File: config.mk
export PLATFORM = sky130hd
export DESIGN_NAME = affra_alu
export DESIGN_NICKNAME = d
export VERILOG_FILES = /design/src/rtl/affra_pkg.sv /design/src/rtl/affra_alu.sv
export SDC_FILE = /design/constraint.sdc
export NUM_CORES = 1
export LEC_CHECK = 0
export ABC_AREA = 1
export CORE_MARGIN = 3
export CORE_UTILIZATION = 47
export DETAILED_ROUTE_END_ITERATION = 8
export DONT_BUFFER_PORTS = 1
export SYNTH_ARGS = -nofsm -noshare
export SYNTH_HDL_FRONTEND = slang
export SYNTH_SLANG_ARGS = --single-unit
File: constraint.sdc
create_clock -name vclk -period 7.68
set_input_delay 2.304 -clock vclk [all_inputs]
set_output_delay 2.304 -clock vclk [all_outputs]
set_load 0.005 [all_outputs]
File: src/rtl/affra_pkg.sv
// shared types and constants for the aligned first-fit range allocator
package affra_pkg;

    localparam int MaxSlots = 16;
    localparam int MaxFree = 17;
    localparam int SlotBits = $clog2(MaxSlots);
    localparam int FreeBits = $clog2(MaxFree);
    localparam int FcBits = $clog2(MaxFree + 1);

    typedef enum logic [1:0] {
        ACT_ALLOC = 2'd0,
        ACT_FREE  = 2'd1,
        ACT_QUERY = 2'd2,
        ACT_BAD   = 2'd3
    } action_t;

    typedef enum logic [2:0] {
        ST_OK       = 3'd0,
        ST_INVALID  = 3'd1,
        ST_BUSY     = 3'd2,
        ST_NOTREADY = 3'd3,
        ST_UNSUPP   = 3'd4,
        ST_NOMEM    = 3'd5
    } status_t;

    typedef enum logic [2:0] {
        REG_PHYS = 3'd0,
        REG_VIRT = 3'd1,
        REG_SIZE = 3'd2,
        REG_CAPS = 3'd3,
        REG_EN   = 3'd4
    } reg_idx_t;

    typedef struct packed {
        logic [1:0]  action;
        logic [31:0] req_size;
        logic [4:0]  align_log2;
        logic [7:0]  req_flags;
        logic [31:0] handle_paddr;
        logic [31:0] handle_vaddr;
        logic [31:0] handle_cookie;
    } req_t;

    typedef struct packed {
        logic [2:0]  status;
        logic [31:0] out_paddr;
        logic [31:0] out_vaddr;
        logic [31:0] out_cookie;
        logic [7:0]  out_flags;
        logic [31:0] free_bytes;
    } rsp_t;

    // operations of the shared adder
    typedef enum logic [1:0] {
        ALU_ADD = 2'd0,
        ALU_SUB = 2'd1
    } alu_op_t;

    typedef struct packed {
        logic [1:0]  op;
        logic [31:0] a;
        logic [31:0] b;
    } alu_req_t;

    typedef struct packed {
        logic [31:0] sum;
        logic        carry;
    } alu_rsp_t;

endpackage

File: src/rtl/affra_alu.sv
// shared 32-bit add/subtract unit with carry out
module affra_alu (
    input  affra_pkg::alu_req_t req,
    output affra_pkg::alu_rsp_t rsp
);
    import affra_pkg::*;

    logic [32:0] full;

    always_comb
    begin
        unique case (alu_op_t'(req.op))
            ALU_SUB: full = {1'b0, req.a} - {1'b0, req.b};
            default: full = {1'b0, req.a} + {1'b0, req.b};
        endcase
        rsp.sum = full[31:0];
        rsp.carry = full[32];
    end
endmodule

==> metrics.cfg, run 1 <==
[outcome]
run_status=finished clean

[placed_design]
hpwl_um=10080
finalWeightedCongestion=0.9450
io_buffers=0
pre_cts_ws_ns=0.7307

[global_routing]
grt_use_total_pct=24.61
grt_pass1_vias=3889
overflow=0
antenna_found_initial=0
grt_start_max_net_pins=27
grt_pass1_wl_um=17720

[timing]
setup-tns-final_ns=0
period_share_pct=90.93
drv_slew=0
fmax_mhz=143.2
timing.hold.ws_ns=4.759
worst_slew_pin_slew_ns=0.5173
period_needed_ns=6.984
setup_viol=0
hold_viol=0
grt_setup_unrepaired=no
fin_ws_ns=0.6965
slew_headroom_pct=65.47

[pwr]
comb_power_share_pct=100.0
swShare_pct=66.83
powerDensity_mw_per_mm2=83.88
p_total_mw=0.3184
sequentialPowerShare_pct=0
switchingPower_mw=0.2128
leakage_nw=2.514
p_int_mw=0.1056
pwr-share-clk_pct=0
vdd_ir_drop_max_uv=49.73

[yosys]
yosys_warnings=0
ys_seq_area_share_pct=0
syn_nets=863
synth_cell_types=30
syn_area_per_cell_um2=4.826
post_synth_instance_area_mm2=0.003682
syn_inst=763

[worst_setup_path]
path_buf_inv=1
required_ns=5.38
crit_path_max_fanout=7
startpoint_type=primary input
timing.critical_path.cells=inv_1 -> ha_1 -> nand3_2 -> nor2_8 -> nand3_1 -> xor2_1 -> nand2_1 -> nand2_1 -> ha_1 -> nand2_1 -> nor2_1 -> nand2_1 -> nor2_1 -> nand2_1 -> nand2_1 -> nand2_1 -> nand2_1
cpMaxStageDelayCell=ha_1
cp-end-kind=output port
cpPeakStageDelay_ns=0.37
crit_path_frequent_cell=nand2_1
critPathKind=primary input to output port
crit_family=simple AND/OR/NAND/NOR gates
critPathArrivalTime_ns=4.68

[routing]
wl_per_cell_um=12.97
viasPerCell=4.880
route.detailed.drc=0
drt-pass1-iter-count=5
vias=4197
drt_iter0_markers=216
ant_nets=0
routed_wl_um=11150

[layout]
diodes=0
nets=863
nClkBuffers=0
drive_above_1_share_pct=5.650
register_area_um2=0
numSequentialCells=0
synthToLayoutAreaGrowth_pct=3.092

[floorplan]
pin_count=99
die_y_um=94.52
die-area_mm2=0.008933
die_x_um=94.52
row_count=31
start_util_pct=49.70
core_mm2=0.007408

[clocking]
cts_setup_buffers=0
cts_hold_buf=0
cts_resized=0

[job]
max_cap_violations=0

[min_path]
hold_class=primary input to output port

## power by group through the flow
stage | Sequential (mW) | Clock [mW] | Combinational (mW)
final | 0 | 0 | 0.318
after global routing | 0 | 0 | 0.362
after CTS | 0 | 0 | 0.318
after detailed placement | 0 | 0 | 0.317
after global placement | 0 | 0 | 0.314
after floorplan | 0 | 0 | 0.250
## through the flow
stage	instance area [um2]	utilization [%]	instances
floorplan	3682	-	763
global placement	3796	51.24	860
detailed placement	3796	51.24	860
CTS	3796	51.24	860
global route	3796	51.24	860
finish	3796	51.24	860
## worst paths after layout
path  startpoint       to  slack (ns)  cells after the start
max       req[1]  rsp[26]        0.70                     17
min       req[0]   rsp[1]        4.76                      2
## cell type report
type	instances	area, um2
well taps	99	123.9
inverters	168	630.6
repair buffers	1	7.507
fillers	893	3612
multi-input cells	592	3034
## cell usage after synthesis
library cell / count / area share [%]
buf_2: 2 / 0.27
nand3b_1: 2 / 0.41
ha_1: 33 / 11
a21oi_1: 22 / 3.0
and2_1: 1 / 0.17
nor2_8: 1 / 0.54
xor2_1: 34 / 8.1
or2_1: 1 / 0.17
inv_2: 3 / 0.31
nand2_4: 2 / 0.61
nor2_4: 6 / 1.8
nand3b_4: 1 / 0.54
o21bai_1: 1 / 0.20
buf_4: 1 / 0.20
fa_1: 1 / 0.54
o21ai_1: 5 / 0.68
a21o_1: 1 / 0.20
nor2_1: 78 / 8.0
nand3_1: 36 / 4.9
nand4_1: 5 / 0.85
nand2_2: 13 / 2.2
nand2_1: 321 / 33
o21ai_2: 4 / 0.95
inv_1: 165 / 17
nor3_1: 4 / 0.54
xnor2_1: 3 / 0.71
o21ai_0: 5 / 0.68
and3_2: 1 / 0.20
nor2_2: 5 / 0.85
nand3_2: 6 / 1.6
## cells in the final DEF, fill, tap and decap left out
cell / instances
o21ai_0: 5
nand3_2: 6
inv_1: 165
nand3_1: 36
nor2_4: 6
nor3_1: 4
nand2_2: 13
a21oi_1: 22
o21ai_1: 5
xnor2_1: 3
nand2_4: 2
nor2_1: 78
fa_1: 1
nor2_8: 1
nand2_1: 321
ha_1: 33
nand3b_4: 1
or2_1: 1
nor2_2: 5
and2_1: 1
and3_2: 1
o21ai_2: 4
buf_4: 1
a21o_1: 1
nand4_1: 5
xor2_1: 34
nand3b_1: 2
o21bai_1: 1
inv_2: 3
## cell families after synthesis
family | after synthesis | share of synthesized area [%]
xor gates and xnor gates | 37 | 8.801
and+or+nand+nor | 483 | 56.13
buffers and inverters | 171 | 17.60
AOI/OAI and AO/OA | 38 | 5.708
adders and majority gates | 34 | 11.76
## per-layer routing
| layer | up-vias | wire (um) | GRT usage [%] |
|---|---|---|---|
| met5 | - | 0 | 0 |
| met4 | 0 | 245 | 4.447 |
| met3 | 14 | 691 | 2.390 |
| met2 | 127 | 5048 | 42.49 |
| met1 | 1787 | 5165 | 33.40 |
| li1 | 2269 | - | - |
Note: power is estimated with default switching activity, not from simulation.
==> run 2: changes to the inputs <==
==> constraint.sdc (replaced) <==
create_clock -name vclk -period 6.9
set_input_delay 2.07 -clock vclk [all_inputs]
set_output_delay 2.07 -clock vclk [all_outputs]
set_load 0.005 [all_outputs]
==> metrics.cfg, run 2 (synthesis results as in run 1) <==
[timing]
setup_viol=0  ; unchanged
hold_viol=0  ; unchanged
period_share_pct=94.32
period_needed_ns=6.508
worst_slew_pin_slew_ns=0.5017  ; -0.01558 ns
drv_slew=0  ; unchanged
fmax_mhz=153.6
grt_setup_unrepaired=no
setup-tns-final_ns=0  ; unchanged
slew_headroom_pct=66.51  ; +1.0 points

[routing]
top_layer_used=met4
route.detailed.drc=0  ; unchanged
wl_met3_um=571  ; -17%
drt-pass1-iter-count=5  ; unchanged
ant_nets=0  ; unchanged
routed_wl_um=11160  ; about the same
wl_met1_um=5146  ; -0.37%
vias=4233  ; +0.86%
drt_iter0_markers=237  ; +9.7%
wl_met2_um=5140  ; +1.8%
viasPerCell=4.916  ; +0.74%
wl_per_cell_um=12.96  ; about the same

[worst_setup_path]
crit_path_frequent_cell=nand2_1
cpMaxStageDelayCell=ha_1
critPathKind=primary input to output port
path_buf_inv=2  ; +1
cp-end-kind=output port
critPathArrivalTime_ns=4.44  ; -0.24 ns
cpPeakStageDelay_ns=0.32  ; -0.05 ns
timing.critical_path.cells=inv_1 -> ha_1 -> nand3_2 -> nor2_8 -> nand2_4 -> o21ai_2 -> xor2_1 -> ha_1 -> nand2_1 -> inv_1 -> nand2_1 -> nand2_1 -> nand2_1 -> nand2_1 -> a21oi_1 -> nand2_1 -> nand2_1 -> nand2_1
required_ns=4.83  ; -0.55 ns
crit_family=simple AND/OR/NAND/NOR gates
crit_path_max_fanout=7  ; unchanged
startpoint_type=primary input

[global_routing]
grt_pass1_wl_um=17750  ; +0.19%
grt_use_total_pct=24.59  ; about the same
antenna_found_initial=0  ; unchanged
overflow=0  ; unchanged
grt_start_max_net_pins=27  ; unchanged
grt_pass1_vias=3967  ; +2.0%

[min_path]
hold_class=primary input to output port

[layout]
synthToLayoutAreaGrowth_pct=3.296
diodes=0  ; unchanged
fin_util_pct=51.34  ; +0.10 points
mostFrequentLayoutCell=nand2_1
register_area_um2=0  ; unchanged
nClkBuffers=0  ; unchanged
fin_cells=861  ; +0.12%
numSequentialCells=0  ; unchanged
final_cell_mix=nand2_1, inv_1, nor2_1
drive_above_1_share_pct=5.774  ; +0.12 points
nets=864  ; +0.12%

[clocking]
cts_hold_buf=0  ; unchanged
cts_resized=0  ; unchanged
cts_setup_buffers=0  ; unchanged

[pwr]
powerDensity_mw_per_mm2=93.61  ; +12%
leakage_nw=2.519  ; +0.22%
vdd_ir_drop_max_uv=49.62  ; -0.22%

[placed_design]
io_buffers=0  ; unchanged
dp.cells=861  ; +0.12%
finalWeightedCongestion=0.9645  ; +2.1%
hpwl_um=10110  ; +0.32%

[outcome]
run_status=finished clean

[floorplan]
row_count=31  ; unchanged
die_x_um=94.52  ; unchanged
start_util_pct=49.70  ; unchanged
die_y_um=94.52  ; unchanged
core_mm2=0.007408  ; unchanged
pin_count=99  ; unchanged
die-area_mm2=0.008933  ; unchanged

[job]
max_cap_violations=0  ; unchanged

-- run 2: power by group --
part	total [mW]	internal, mW	leakage, nW	switching [mW]
Clock	0	0	0	0
Combinational	0.356	0.117	2.52	0.239
Sequential	0	0	0	0
Total	0.356	0.117	2.52	0.239
-- run 2: path summary, 6_finish.rpt --
check    from  endpoint  slack, ns  cells after the start
max    req[1]   rsp[29]       0.39                     18
min    req[0]    rsp[1]       4.29                      2
-- run 2: through the flow --
| stage | instance area, um2 | hold WS [ns] | total power, mW | setup WS (ns) |
|---|---|---|---|---|
| after CTS | 3804 | 4.290 | 0.3550 | 0.4238 |
| after global routing | 3804 | 4.293 | 0.4042 | 0.1539 |
| after floorplan | 3682 | 4.281 | 0.2784 | 0.8513 |
| final | 3804 | 4.289 | 0.3560 | 0.3916 |
| after detailed placement | 3804 | 4.289 | 0.3540 | 0.4259 |
| after global placement | 3804 | 4.290 | 0.3482 | 0.4811 |
-- run 2: area by class of cell --
| class | count | area, um2 |
|---|---|---|
| fill | 876 | 3605 |
| multi-input combinational | 592 | 3034 |
| inverter | 168 | 630.6 |
| tap | 99 | 123.9 |
| timing repair buffer | 2 | 15.01 |
-- run 2: per-layer routing --
metal	track usage [%]	vias up
met5	0	-
met4	5.529	0
met3	2.550	22
met2	43.38	104
met1	32.10	1848
li1	-	2259
==> run 3: changes to the inputs <==
--- a/config.mk
+++ b/config.mk
@@ -7,9 +7,10 @@
 export LEC_CHECK = 0
 export ABC_AREA = 1
 export CORE_MARGIN = 3
-export CORE_UTILIZATION = 47
+export CORE_UTILIZATION = 55
 export DETAILED_ROUTE_END_ITERATION = 8
 export DONT_BUFFER_PORTS = 1
+export PLACE_DENSITY = 0.7
 export SYNTH_ARGS = -nofsm -noshare
 export SYNTH_HDL_FRONTEND = slang
 export SYNTH_SLANG_ARGS = --single-unit
==> metrics.cfg, run 3 (synthesis results as in run 1) <==
[outcome]
run_status=finished clean

[pwr]
vdd_ir_drop_max_uv=62.02  ; +25%
leakage_nw=2.519  ; unchanged
powerDensity_mw_per_mm2=93.14  ; -0.50%
p_total_mw=0.3517  ; -1.2%

[timing]
period_share_pct=93.62  ; -0.70 points
drv_slew=0  ; unchanged
fin_ws_ns=0.4401  ; +0.04847 ns
slew_headroom_pct=67.14  ; +0.63 points
fmax_mhz=154.8  ; +0.75%
period_needed_ns=6.460  ; -0.04847 ns
worst_slew_pin_slew_ns=0.4922  ; -0.009470 ns
setup_viol=0  ; unchanged
hold_viol=0  ; unchanged
grt_setup_unrepaired=no
setup-tns-final_ns=0  ; unchanged

[global_routing]
grt_pass1_vias=3945  ; -0.55%
grt_start_max_net_pins=27  ; unchanged
grt_pass1_wl_um=17200  ; -3.1%
antenna_found_initial=0  ; unchanged
grt_use_total_pct=27.67  ; +3.1 points
overflow=0  ; unchanged

[layout]
mostFrequentLayoutCell=nand2_1
nets=864  ; unchanged
synthToLayoutAreaGrowth_pct=2.548
register_area_um2=0  ; unchanged
final_cell_mix=nand2_1, inv_1, nor2_1
drive_above_1_share_pct=5.774  ; unchanged
numSequentialCells=0  ; unchanged
fin_util_pct=58.80  ; +7.5 points
nClkBuffers=0  ; unchanged
fin_cells=839  ; -2.6%
diodes=0  ; unchanged

[worst_setup_path]
required_ns=4.83  ; about the same
crit_family=simple AND/OR/NAND/NOR gates
critPathArrivalTime_ns=4.39  ; -0.05 ns
cpMaxStageDelayCell=ha_1
crit_path_frequent_cell=nand2_1
startpoint_type=primary input
critPathKind=primary input to output port
path_buf_inv=1  ; -1
cp-end-kind=output port
crit_path_max_fanout=7  ; unchanged
timing.critical_path.cells=inv_1 -> ha_1 -> nand3_2 -> nor2_8 -> nand2_4 -> o21ai_1 -> nand2_1 -> nand2_1 -> nand2_1 -> ha_1 -> nand2_1 -> nor2_1 -> nand2_1 -> nor2_1 -> nand2_1 -> nand2_1 -> nand2_1 -> nand2_1
cpPeakStageDelay_ns=0.39  ; +0.07 ns

[floorplan]
row_count=29  ; -6.5%
die_y_um=87.83  ; -7.1%
die-area_mm2=0.007713  ; -14%
pin_count=99  ; unchanged
core_mm2=0.006422  ; -13%
die_x_um=87.83  ; -7.1%
start_util_pct=57.33  ; +7.6 points

[clocking]
cts_setup_buffers=0  ; unchanged
cts_resized=0  ; unchanged
cts_hold_buf=0  ; unchanged

[placed_design]
pre_cts_ws_ns=0.4387  ; +0.01282 ns
hpwl_um=9657  ; -4.5%
dp.cells=839  ; -2.6%
finalWeightedCongestion=0.9524  ; -1.3%
io_buffers=0  ; unchanged

[min_path]
hold_class=primary input to output port

[routing]
drt-pass1-iter-count=5  ; unchanged
route.detailed.drc=0  ; unchanged
viasPerCell=5.061  ; +2.9%
drt_iter0_markers=171  ; -28%
ant_nets=0  ; unchanged
routed_wl_um=10720  ; -3.9%
wl_per_cell_um=12.78  ; -1.4%
vias=4246  ; +0.31%

[job]
max_cap_violations=0  ; unchanged

==> run 3: cell counts in the layout (fill, tap and decap cells not counted) <==
No cell type changed its count.
==> run 3: final cells by class <==
type               instances  area (um2)
multi-input cells        592        3034
fillers                  762        2646
inverters                168       630.6
well taps                 77       96.34
repair buffers             2       15.01
==> run 3: worst paths after layout <==
check  startpoint  slack [ns]  endpoint  cells past startpoint
min        req[0]        4.29    rsp[1]                      2
max        req[1]        0.44   rsp[29]                     18
==> run 3: metrics by stage <==
stage          area (um2)  hold slack [ns]
3_3_place_gp         3776            4.290
3_5_place_dp         3776            4.288
2_1_floorplan        3682            4.281
6_report             3776            4.286
5_1_grt              3776            4.292
4_1_cts              3776            4.288
==> run 3: metal layers <==
layer / vias to the layer above / share of wire, % / track usage [%]
met5: - / 0 / 0
met4: 0 / 3.0 / 7.113
met3: 23 / 6.3 / 3.481
met2: 123 / 46 / 49.25
met1: 1835 / 45 / 35.00
li1: 2265 / - / -
==> run 3: power breakdown <==
| group | switching, mW | internal [mW] | leakage [nW] |
|---|---|---|---|
| registers | 0 | 0 | 0 |
| clock network | 0 | 0 | 0 |
| logic | 0.234 | 0.117 | 2.52 |
| total | 0.234 | 0.117 | 2.52 |
